==> config.mk <==
export PLATFORM = sky130hd
export DESIGN_NAME = ultrasonic_window_averager
export DESIGN_NICKNAME = d
export VERILOG_FILES = /design/src/rtl/uwa_pkg.sv /design/src/rtl/uwa_queue.sv /design/src/rtl/uwa_front.sv /design/src/rtl/uwa_back.sv /design/src/rtl/ultrasonic_window_averager.sv
export SDC_FILE = /design/constraint.sdc
export NUM_CORES = 1
export LEC_CHECK = 0
export BUFFER_PORTS_ARGS = -buffer_cell sky130_fd_sc_hd__buf_2
export CAP_MARGIN = 10
export CORE_ASPECT_RATIO = 1.25
export CORE_MARGIN = 5
export CORE_UTILIZATION = 56
export DETAILED_ROUTE_END_ITERATION = 8
export HOLD_SLACK_MARGIN = 0.02
export PLACE_DENSITY_LB_ADDON = 0.05
export SYNTH_ARGS = -nofsm -noshare
export SYNTH_HDL_FRONTEND = slang
export SYNTH_SLANG_ARGS = --single-unit
==> constraint.sdc <==
create_clock -name clock -period 5.38 [get_ports clock]
set_input_delay 0 -clock clock [delete_from_list [all_inputs] [get_ports clock]]
set_output_delay 0 -clock clock [all_outputs]
set_load 0.1 [all_outputs]
==> src/rtl/uwa_pkg.sv <==
package uwa_pkg;

   // Field widths fixed by the interface.
   localparam int ECHO_W = 16;
   localparam int VF_W   = 8;
   localparam int DIST_W = 24;
   localparam int GOOD_W = 5;

   // Configuration register indexes.
   localparam int CSR_INDEX_W = 1;
   localparam logic [CSR_INDEX_W-1:0] REG_VELOCITY_FACTOR = 1'b0;
   localparam logic [CSR_INDEX_W-1:0] REG_RANGE_LIMIT     = 1'b1;

   // Register reset values.
   localparam logic [VF_W-1:0]   VELOCITY_FACTOR_RESET = 8'd17;
   localparam logic [DIST_W-1:0] RANGE_LIMIT_RESET     = 24'd210000;

   // Sequencer states of the averaging back end.
   typedef enum logic [1:0] {
      BK_IDLE,
      BK_DIVIDE,
      BK_WAIT
   } back_state_type;

   // Settings handed from the register block to the front end.
   typedef struct packed {
      logic [VF_W-1:0]   velocity_factor;
      logic [DIST_W-1:0] range_limit;
   } cfg_type;

endpackage

==> src/rtl/uwa_queue.sv <==
module uwa_queue #(
   parameter int DATA_W = 30
) (
   input  logic              clock,
   input  logic              reset,
   input  logic              push,
   input  logic [DATA_W-1:0] push_data,
   input  logic              pop,
   output logic [DATA_W-1:0] pop_data,
   output logic              full,
   output logic              empty
);

   // Two entries: one window summary may wait while the back end divides another.
   localparam int DEPTH = 2;

   logic [DATA_W-1:0] entry_ff [DEPTH];
   logic              wr_ptr_ff, wr_ptr_in;
   logic              rd_ptr_ff, rd_ptr_in;
   logic [1:0]        count_ff, count_in;

   assign full     = (count_ff == 2'(DEPTH));
   assign empty    = (count_ff == 2'd0);
   assign pop_data = entry_ff[rd_ptr_ff];

   always_comb begin
      wr_ptr_in = push ? ~wr_ptr_ff : wr_ptr_ff;
      rd_ptr_in = pop ? ~rd_ptr_ff : rd_ptr_ff;
      count_in  = count_ff + 2'(push) - 2'(pop);
   end

   always_ff @(posedge clock) begin
      if (reset) begin
         wr_ptr_ff <= 1'b0;
         rd_ptr_ff <= 1'b0;
         count_ff  <= 2'd0;
      end else begin
         wr_ptr_ff <= wr_ptr_in;
         rd_ptr_ff <= rd_ptr_in;
         count_ff  <= count_in;
      end
   end

   always_ff @(posedge clock) begin
      if (push) begin
         entry_ff[wr_ptr_ff] <= push_data;
      end
   end

   a_no_pop_when_empty: assert property (@(posedge clock) disable iff (reset)
      !(pop && empty))
      else $error("queue popped while empty");

endmodule

==> src/rtl/uwa_front.sv <==
module uwa_front #(
   parameter int WINDOW = 16,
   parameter int CNT_W  = 5,
   parameter int SUM_W  = 29
) (
   input  logic                      clock,
   input  logic                      reset,
   input  uwa_pkg::cfg_type          cfg,
   input  logic                      req_valid,
   output logic                      req_stall,
   input  logic [uwa_pkg::ECHO_W-1:0] req_echo_us,
   input  logic                      q_full,
   output logic                      q_push,
   output logic [SUM_W+CNT_W:0]      q_data
);

   // Stage one: multiply and window position.
   logic                       s1_valid_ff, s1_valid_in;
   logic [uwa_pkg::DIST_W-1:0] s1_dist_ff, s1_dist_in;
   logic                       s1_last_ff, s1_last_in;
   logic [CNT_W-1:0]           sample_count_ff, sample_count_in;

   // Stage two: running sum and valid count.
   logic [SUM_W-1:0]           sum_ff, sum_in;
   logic [CNT_W-1:0]           valid_count_ff, valid_count_in;

   logic                       accept;
   logic                       s1_go;
   logic                       dist_ok;
   logic [SUM_W-1:0]           sum_next;
   logic [CNT_W-1:0]           valid_next;

   assign s1_go     = s1_valid_ff && !(s1_last_ff && q_full);
   assign req_stall = s1_valid_ff && !s1_go;
   assign accept    = req_valid && !req_stall;

   always_comb begin
      s1_dist_in = uwa_pkg::DIST_W'(req_echo_us) * uwa_pkg::DIST_W'(cfg.velocity_factor);
      s1_last_in = (sample_count_ff == CNT_W'(WINDOW - 1));
      if (accept) begin
         s1_valid_in     = 1'b1;
         sample_count_in = s1_last_in ? '0 : sample_count_ff + 1'b1;
      end else begin
         s1_valid_in     = s1_valid_ff && !s1_go;
         sample_count_in = sample_count_ff;
      end
   end

   always_comb begin
      dist_ok    = (s1_dist_ff != '0) && (s1_dist_ff <= cfg.range_limit);
      sum_next   = dist_ok ? sum_ff + SUM_W'(s1_dist_ff) : sum_ff;
      valid_next = dist_ok ? valid_count_ff + 1'b1 : valid_count_ff;
      q_push     = s1_go && s1_last_ff;
      // Summary: error flag, valid count, sum of valid distances.
      q_data     = {(valid_next != CNT_W'(WINDOW)), valid_next, sum_next};
      if (s1_go) begin
         sum_in         = s1_last_ff ? '0 : sum_next;
         valid_count_in = s1_last_ff ? '0 : valid_next;
      end else begin
         sum_in         = sum_ff;
         valid_count_in = valid_count_ff;
      end
   end

   always_ff @(posedge clock) begin
      if (reset) begin
         s1_valid_ff     <= 1'b0;
         sample_count_ff <= '0;
         sum_ff          <= '0;
         valid_count_ff  <= '0;
      end else begin
         s1_valid_ff     <= s1_valid_in;
         sample_count_ff <= sample_count_in;
         sum_ff          <= sum_in;
         valid_count_ff  <= valid_count_in;
      end
   end

   always_ff @(posedge clock) begin
      if (accept) begin
         s1_dist_ff <= s1_dist_in;
         s1_last_ff <= s1_last_in;
      end
   end

   a_no_push_when_full: assert property (@(posedge clock) disable iff (reset)
      !(q_push && q_full))
      else $error("window summary pushed into a full queue");

   a_count_in_window: assert property (@(posedge clock) disable iff (reset)
      (sample_count_ff < CNT_W'(WINDOW)) && (valid_count_ff < CNT_W'(WINDOW)))
      else $error("window counters ran past the window length");

endmodule

==> src/rtl/uwa_back.sv <==
module uwa_back #(
   parameter int CNT_W = 5,
   parameter int SUM_W = 29
) (
   input  logic                       clock,
   input  logic                       reset,
   input  logic                       q_empty,
   input  logic [SUM_W+CNT_W:0]       q_data,
   output logic                       q_pop,
   output logic                       rsp_valid,
   input  logic                       rsp_stall,
   output logic [uwa_pkg::DIST_W-1:0] rsp_level,
   output logic                       rsp_some_error,
   output logic                       rsp_all_invalid,
   output logic [uwa_pkg::GOOD_W-1:0] rsp_good_count
);

   localparam int STEP_W = $clog2(SUM_W);

   uwa_pkg::back_state_type state_ff, state_in;

   logic [SUM_W-1:0]  quo_ff, quo_in;
   logic [CNT_W:0]    rem_ff, rem_in;
   logic [CNT_W-1:0]  div_ff;
   logic              err_ff;
   logic [STEP_W-1:0] step_ff, step_in;

   logic              load_div;
   logic              step_en;
   logic              load_out;
   logic              out_free;
   logic [CNT_W:0]    rem_shift;
   logic [CNT_W+1:0]  rem_diff;

   logic                       rsp_valid_ff, rsp_valid_in;
   logic [uwa_pkg::DIST_W-1:0] rsp_level_ff;
   logic                       rsp_some_error_ff;
   logic                       rsp_all_invalid_ff;
   logic [uwa_pkg::GOOD_W-1:0] rsp_good_count_ff;

   assign out_free = !rsp_valid_ff || !rsp_stall;

   always_comb begin
      state_in = state_ff;
      case (state_ff)
         uwa_pkg::BK_IDLE: begin
            if (!q_empty) begin
               state_in = uwa_pkg::BK_DIVIDE;
            end
         end
         uwa_pkg::BK_DIVIDE: begin
            if (step_ff == STEP_W'(SUM_W - 1)) begin
               state_in = uwa_pkg::BK_WAIT;
            end
         end
         uwa_pkg::BK_WAIT: begin
            if (out_free) begin
               state_in = uwa_pkg::BK_IDLE;
            end
         end
         default: state_in = uwa_pkg::BK_IDLE;
      endcase
   end

   always_comb begin
      load_div = 1'b0;
      step_en  = 1'b0;
      load_out = 1'b0;
      case (state_ff)
         uwa_pkg::BK_IDLE:   load_div = !q_empty;
         uwa_pkg::BK_DIVIDE: step_en  = 1'b1;
         uwa_pkg::BK_WAIT:   load_out = out_free;
         default: begin
            load_div = 1'b0;
         end
      endcase
   end

   assign q_pop = load_div;

   // Restoring division, one quotient bit per cycle.
   always_comb begin
      rem_shift = {rem_ff[CNT_W-1:0], quo_ff[SUM_W-1]};
      rem_diff  = {1'b0, rem_shift} - {2'b00, div_ff};
      quo_in    = quo_ff;
      rem_in    = rem_ff;
      step_in   = step_ff;
      if (load_div) begin
         quo_in  = q_data[SUM_W-1:0];
         rem_in  = '0;
         step_in = '0;
      end else if (step_en) begin
         if (!rem_diff[CNT_W+1]) begin
            rem_in = rem_diff[CNT_W:0];
         end else begin
            rem_in = rem_shift;
         end
         quo_in  = {quo_ff[SUM_W-2:0], !rem_diff[CNT_W+1]};
         step_in = step_ff + 1'b1;
      end
   end

   assign rsp_valid_in = load_out || (rsp_valid_ff && rsp_stall);

   always_ff @(posedge clock) begin
      if (reset) begin
         state_ff     <= uwa_pkg::BK_IDLE;
         rsp_valid_ff <= 1'b0;
      end else begin
         state_ff     <= state_in;
         rsp_valid_ff <= rsp_valid_in;
      end
   end

   always_ff @(posedge clock) begin
      quo_ff  <= quo_in;
      rem_ff  <= rem_in;
      step_ff <= step_in;
      if (load_div) begin
         div_ff <= q_data[SUM_W +: CNT_W];
         err_ff <= q_data[SUM_W+CNT_W];
      end
      if (load_out) begin
         rsp_level_ff       <= (div_ff == '0) ? '0 : uwa_pkg::DIST_W'(quo_ff);
         rsp_some_error_ff  <= err_ff;
         rsp_all_invalid_ff <= (div_ff == '0);
         rsp_good_count_ff  <= uwa_pkg::GOOD_W'(div_ff);
      end
   end

   assign rsp_valid       = rsp_valid_ff;
   assign rsp_level       = rsp_level_ff;
   assign rsp_some_error  = rsp_some_error_ff;
   assign rsp_all_invalid = rsp_all_invalid_ff;
   assign rsp_good_count  = rsp_good_count_ff;

   a_none_valid_means_zero: assert property (@(posedge clock) disable iff (reset)
      (rsp_valid_ff && rsp_all_invalid_ff) |-> (rsp_level_ff == '0) && rsp_some_error_ff)
      else $error("empty window reported a nonzero level or no error");

   a_out_load_when_free: assert property (@(posedge clock) disable iff (reset)
      load_out |-> out_free && (state_ff == uwa_pkg::BK_WAIT))
      else $error("result register overwritten while held");

endmodule

==> src/rtl/ultrasonic_window_averager.sv <==
// Channel   Direction  Handshake           Payload
// req       in         req_valid/req_stall  req_echo_us (16 bit, microseconds)
// rsp       out        rsp_valid/rsp_stall  rsp_level, rsp_some_error,
//                                           rsp_all_invalid, rsp_good_count
// csr       in         csr_write            csr_index, csr_data (write only)
//
// The front end takes one echo beat per cycle while req_stall is low: a registered
// multiply, then range check and accumulation on the registered distance.
// Each finished window's mean is formed in the back end by the one-bit-per-cycle
// restoring divider, one window at a time.
// Reset is synchronous and active high; it restores the register defaults and
// clears the window counters, the summary queue and the result valid flag.
// The two-entry summary queue lets the front keep accepting beats while a mean is
// being divided or a result beat sits stalled on rsp; the front stalls only when it
// must close a window and the queue is full.
module ultrasonic_window_averager #(
   parameter int WINDOW = 16
) (
   input  logic                                clock,
   input  logic                                reset,
   input  logic                                csr_write,
   input  logic [uwa_pkg::CSR_INDEX_W-1:0]     csr_index,
   input  logic [uwa_pkg::DIST_W-1:0]          csr_data,
   input  logic                                req_valid,
   output logic                                req_stall,
   input  logic [uwa_pkg::ECHO_W-1:0]          req_echo_us,
   output logic                                rsp_valid,
   input  logic                                rsp_stall,
   output logic [uwa_pkg::DIST_W-1:0]          rsp_level,
   output logic                                rsp_some_error,
   output logic                                rsp_all_invalid,
   output logic [uwa_pkg::GOOD_W-1:0]          rsp_good_count
);

   // Counters must hold WINDOW itself; the sum of WINDOW distances of at most
   // 24 bits each never overflows SUM_W bits.
   localparam int CNT_W = $clog2(WINDOW + 1);
   localparam int SUM_W = uwa_pkg::DIST_W + CNT_W;
   localparam int Q_W   = SUM_W + CNT_W + 1;

   uwa_pkg::cfg_type cfg_ff, cfg_in;

   logic           q_push;
   logic           q_pop;
   logic           q_full;
   logic           q_empty;
   logic [Q_W-1:0] q_push_data;
   logic [Q_W-1:0] q_pop_data;

   // Configuration registers. User writes only while the block is idle; unenforced.
   always_comb begin
      cfg_in = cfg_ff;
      if (csr_write) begin
         case (csr_index)
            uwa_pkg::REG_VELOCITY_FACTOR: cfg_in.velocity_factor = csr_data[uwa_pkg::VF_W-1:0];
            uwa_pkg::REG_RANGE_LIMIT:     cfg_in.range_limit     = csr_data;
            default:                      cfg_in = cfg_ff;
         endcase
      end
   end

   always_ff @(posedge clock) begin
      if (reset) begin
         cfg_ff.velocity_factor <= uwa_pkg::VELOCITY_FACTOR_RESET;
         cfg_ff.range_limit     <= uwa_pkg::RANGE_LIMIT_RESET;
      end else begin
         cfg_ff <= cfg_in;
      end
   end

   // Front end: converts echo time to distance, checks it and accumulates the window.
   uwa_front #(
      .WINDOW (WINDOW),
      .CNT_W  (CNT_W),
      .SUM_W  (SUM_W)
   ) u_front (
      .clock       (clock),
      .reset       (reset),
      .cfg         (cfg_ff),
      .req_valid   (req_valid),
      .req_stall   (req_stall),
      .req_echo_us (req_echo_us),
      .q_full      (q_full),
      .q_push      (q_push),
      .q_data      (q_push_data)
   );

   // Window summaries waiting for the divider.
   uwa_queue #(
      .DATA_W (Q_W)
   ) u_queue (
      .clock     (clock),
      .reset     (reset),
      .push      (q_push),
      .push_data (q_push_data),
      .pop       (q_pop),
      .pop_data  (q_pop_data),
      .full      (q_full),
      .empty     (q_empty)
   );

   // Back end: divides the sum by the valid count and holds the result beat.
   uwa_back #(
      .CNT_W (CNT_W),
      .SUM_W (SUM_W)
   ) u_back (
      .clock           (clock),
      .reset           (reset),
      .q_empty         (q_empty),
      .q_data          (q_pop_data),
      .q_pop           (q_pop),
      .rsp_valid       (rsp_valid),
      .rsp_stall       (rsp_stall),
      .rsp_level       (rsp_level),
      .rsp_some_error  (rsp_some_error),
      .rsp_all_invalid (rsp_all_invalid),
      .rsp_good_count  (rsp_good_count)
   );

endmodule
==> results_tabular.tex <==
\begin{tabular}{lr}
\hline
Metric & Value \\
\hline
\multicolumn{2}{l}{\textbf{STA}} \\
\quad Worst Max-Slew Pin Slew & 1.12 ns \\
\quad Final setup TNS & 0 ns \\
\quad Endpoints failing setup & 0 \\
\quad Final worst path period share & 0.933 \\
\quad Final hold violations & 0 \\
\quad Time the final worst path needs with I/O delays and setup & $\sim$5 ns \\
\quad Worst slew margin relative to its limit & 0.253 \\
\quad Unrepaired setup endpoints after global routing & false \\
\quad Fin. max-slew vios & 0 \\
\quad Maximum clock frequency & 199 MHz \\
\quad Worst-case clock skew & 0.0136 ns \\
\multicolumn{2}{l}{\textbf{Synthesis}} \\
\quad Ys flop type & edfxtp\_1 \\
\quad Flop and latch count out of synthesis & 251 \\
\quad Number of flops mapped to enable cells by yosys & 161 \\
\quad Number of warnings printed during yosys synthesis & 0 \\
\quad Sequential cell area fraction in the yosys report & 0.428 \\
\quad Synth unique cells & 72 \\
\quad Avg Cell Area, Syn & around 11 um\^{}2 \\
\quad Post-synth net total & 1699 \\
\quad Mapped Cells & 1464 \\
\quad Post-Syn Area & 15500 um\^{}2 \\
\quad Share of flip-flops with an asynchronous set or reset & 0 \\
\multicolumn{2}{l}{\textbf{Placement}} \\
\quad Total placed cells including tap cells & 1860 \\
\quad Area post-placement & 16300 um\^{}2 \\
\quad Post-detail-place hpwl & 23300 um \\
\quad Final RePlAce weighted congestion & about 0.86 \\
\quad Count of buffers inserted at the top-level ports & 78 \\
\multicolumn{2}{l}{\textbf{Pwr}} \\
\quad Cell area power density & 388 nW/um\^{}2 \\
\quad Leakage component of the power & 7.48 nW \\
\quad Worst VDD drop & 0.000249 V \\
\multicolumn{2}{l}{\textbf{Final layout}} \\
\quad Register Area & 6640 um\^{}2 \\
\quad Share of the core filled with cells in the final layout & 0.639 \\
\quad Synthesis-to-layout area growth & 13.2\% \\
\quad Post-route insts no fill & between 1500 and 2000 \\
\quad Layout fillers & 2248 \\
\quad Area used by multi-input combinational logic & about 8000 um\^{}2 \\
\quad Share of cells above drive strength 1 & 0.114 \\
\quad Final std cell area, no fill & roughly 18000 um\^{}2 \\
\quad Antenna Cells & 0 \\
\quad \# nets final & 1812 \\
\multicolumn{2}{l}{\textbf{Detailed routing}} \\
\quad Post-detailed-route DRC marker count & 0 \\
\quad Total routed wirelength & 30900 um \\
\quad DRT iter0 DRCs & 482 \\
\quad Number of search-and-repair iterations in the first detailed-routing pass & 5 \\
\quad Average routed wire per standard cell & 15.9 um \\
\quad Routed Antenna Nets & 0 \\
\quad Number of vias per cell after detailed routing & 5.44 \\
\quad Via count & 10600 \\
\multicolumn{2}{l}{\textbf{Critical path}} \\
\quad Worst path buffer plus inverter count & 3 \\
\quad Stage delay of the slowest cell on the critical path & 0.54 ns \\
\quad Nature of the critical path endpoint & flip-flop \\
\quad Reg2Reg Setup Slack & 0.36 ns \\
\quad Startpoint-to-endpoint class of the critical path & reg2reg \\
\quad Kind of start point of the critical path & flip-flop \\
\quad CP cell instances & buf\_4, and2\_1, fa\_1, fa\_1, fa\_1, inv\_1, fa\_1, inv\_1, ha\_1, and3\_1, o211a\_1, o21ai\_0, a21o\_1, a31oi\_1, nand4\_1, nand4b\_1, a21oi\_1, xnor2\_1 \\
\quad Instance count on the critical path & 18 \\
\quad Crit path top cell by count & fa\_1 \\
\quad WP data arrival & between 5 and 6 ns \\
\quad Largest fanout on the critical path & 12 \\
\quad Number of cells on the worst reg-to-reg path & 18 \\
\quad Category of cells accounting for the largest share of critical-path delay & adder cells \\
\quad Critical path data required time & 5.65 ns \\
\quad Crit path max-delay cell type & fa\_1 \\
\multicolumn{2}{l}{\textbf{Die}} \\
\quad Number of placement rows & 68 \\
\quad Starting Density & 0.565 \\
\quad Die ar. & 31200 um\^{}2 \\
\quad I/O pin total & 79 \\
\quad Die Span Y & 196 um \\
\quad Standard cell core area & 27500 um\^{}2 \\
\quad Die outline width & roughly 160 um \\
\multicolumn{2}{l}{\textbf{Clocking}} \\
\quad Clock Pin Slew Worst Setup and Hold Paths & 0.06 ns \\
\quad Level count of the clock H-tree & 1 \\
\quad Total CTS buffers & 27 \\
\quad Clk Latency, worst-skew pair & 0.53 ns \\
\quad Maximum clock path buffer count & 3 \\
\quad Clock tree sinks & between 200 and 300 \\
\quad Clock tree from TritonCTS & built \\
\quad CTS root buf & clkbuf\_16 \\
\quad Post-CTS Setup Repair Bufs & 0 \\
\multicolumn{2}{l}{\textbf{GRT}} \\
\quad Via count of the first global-routing pass & 11100 \\
\quad Largest net degree at the start of global routing & 77 \\
\quad Residual overflow from global routing & 0 \\
\quad All-layer global routing usage & 0.197 \\
\quad Wire length of the first global-routing pass & 52500 um \\
\quad Number of antenna violations at the first check in global routing & 0 \\
\multicolumn{2}{l}{\textbf{Flow run}} \\
\quad Count of max-cap constraint violations & 0 \\
\multicolumn{2}{l}{\textbf{Hold path}} \\
\quad Tightest Hold Check Type & in2reg \\
\quad Cell depth of the worst hold path & 3 \\
\multicolumn{2}{l}{\textbf{Outcome}} \\
\quad Status & completed \\
\hline
\end{tabular}
## worst paths after layout
check / start / endpoint
max reg2reg: cfg_ff[29]$_SDFFE_PP0P_ / u_front.s1_dist_ff[23]$_DFFE_PP_
min reg2reg: u_back.err_ff$_DFFE_PP_ / u_back.rsp_some_error$_DFFE_PP_
max: cfg_ff[29]$_SDFFE_PP0P_ / u_front.s1_dist_ff[23]$_DFFE_PP_
min: reset / u_back.state_ff[0]$_SDFFE_PP0P_
## registers in the layout, summed over array words and instances (netlist names), 2 cells and up, named ones only
name and cells:
u_back.quo_ff 29, u_queue.count_ff 2, u_front.sample_count_ff 5, u_front.sum_ff 29
cfg_ff 32, u_queue.entry_ff 70, u_back.step_ff 5, u_back.rsp_level 24
u_front.s1_dist_ff 24, u_front.valid_count_ff 5, u_back.rem_ff 5, u_back.state_ff 2
u_back.div_ff 5, u_back.rsp_good_count 5
## per-stage QoR
step	power, mW	setup WS (ns)	hold slack, ns
finish	6.81	0.360	0.0986
CTS	6.88	0.304	0.0944
detailed placement	5.01	0.312	0.218
floorplan	4.50	0.255	0.121
global route	7.31	0.0866	0.124
global placement	4.95	0.396	0.209
## cells in the mapped netlist, drive strengths merged (23+ instances only)
cell type	n	area, um^2
edfxtp	161	4830
inv	151	567
nand2	120	450
and2	115	719
ha	103	1290
a21oi	95	475
dfxtp	90	1800
nor2	90	340
fa	86	1720
clkbuf	45	169
o21ai	44	224
nor2b	35	219
xnor2	35	307
mux2i	31	310
mux2	24	270
xor2	24	210
a21o	23	173
## what timing repair did
item                                   in CTS  in global routing
gates resized for setup                     0                  1
endpoints found under the hold margin      41                  0
setup endpoints to repair                   0                  1
hold buffers                               38                  0
## routing by layer
metal	GRT usage	vias to the layer above	share of wire
met5	0	-	0
met4	0.0711	0	0.035
met3	0.0177	71	0.027
met2	0.376	193	0.52
met1	0.231	5073	0.42
li1	-	5259	-
## area by class of cell
class,count,share of cell area
Timing Repair Buffer,134,0.0516
Sequential cell,251,0.378
Clock buffer,32,0.0401
Clock inverter,17,0.0101
Inverter,152,0.0325
Tap cell,350,0.0249
Multi-Input combinational cell,1011,0.463
## worst reg2reg max path: cells and delay by family (launching register included)
| kind | cells | cell delay, ns |
|---|---|---|
| adder cells (fa/ha/maj) | 5 | 2.37 |
| AO/OA/AOI/OAI | 5 | 0.91 |
| AND/OR/NAND/NOR | 4 | 0.64 |
| flip-flops | 1 | 0.42 |
| buffers and inverters | 3 | 0.30 |
| XOR/XNOR | 1 | 0.12 |
## cells in the final DEF, fill, tap and decap left out, types with 9 or more instances in the layout
cell | synthesis | routed
nor3_1 | 15 | 14
a31oi_1 | 10 | 9
nand2_1 | 120 | 120
clkbuf_16 | 0 | 27
o21bai_1 | 9 | 9
ha_1 | 103 | 103
nand4_1 | 10 | 10
xnor2_1 | 35 | 35
buf_4 | 3 | 18
mux2i_1 | 31 | 31
edfxtp_1 | 161 | 161
nor2b_1 | 35 | 34
o21ai_0 | 34 | 34
nand2b_1 | 12 | 12
nor2_1 | 89 | 88
a22oi_1 | 10 | 10
a21o_1 | 23 | 23
fa_1 | 86 | 86
mux2_2 | 22 | 22
nand3b_1 | 10 | 10
a21oi_1 | 95 | 94
and2_1 | 115 | 115
nand3_1 | 13 | 13
dlygate4sd3_1 | 0 | 38
o21ai_1 | 9 | 9
a32o_1 | 13 | 13
xor2_1 | 24 | 24
dfxtp_1 | 90 | 89
buf_2 | 1 | 78
inv_1 | 151 | 151
## report_power, final
part / switching, mW / internal (mW)
registers: 0.238 / 2.56
logic: 1.25 / 0.935
clock network: 0.748 / 1.08
total: 2.24 / 4.57
## logic make-up after synthesis
logic type / after synthesis / share of synthesized area
AOI/OAI and AO/OA: 258 / 0.109
buffers and inverters: 202 / 0.0501
xor gates and xnor gates: 59 / 0.0333
muxes: 55 / 0.0374
and+or+nand+nor: 450 / 0.148
adders and majority gates: 189 / 0.194
DFF: 251 / 0.428
(Power assumes the default switching activity.)
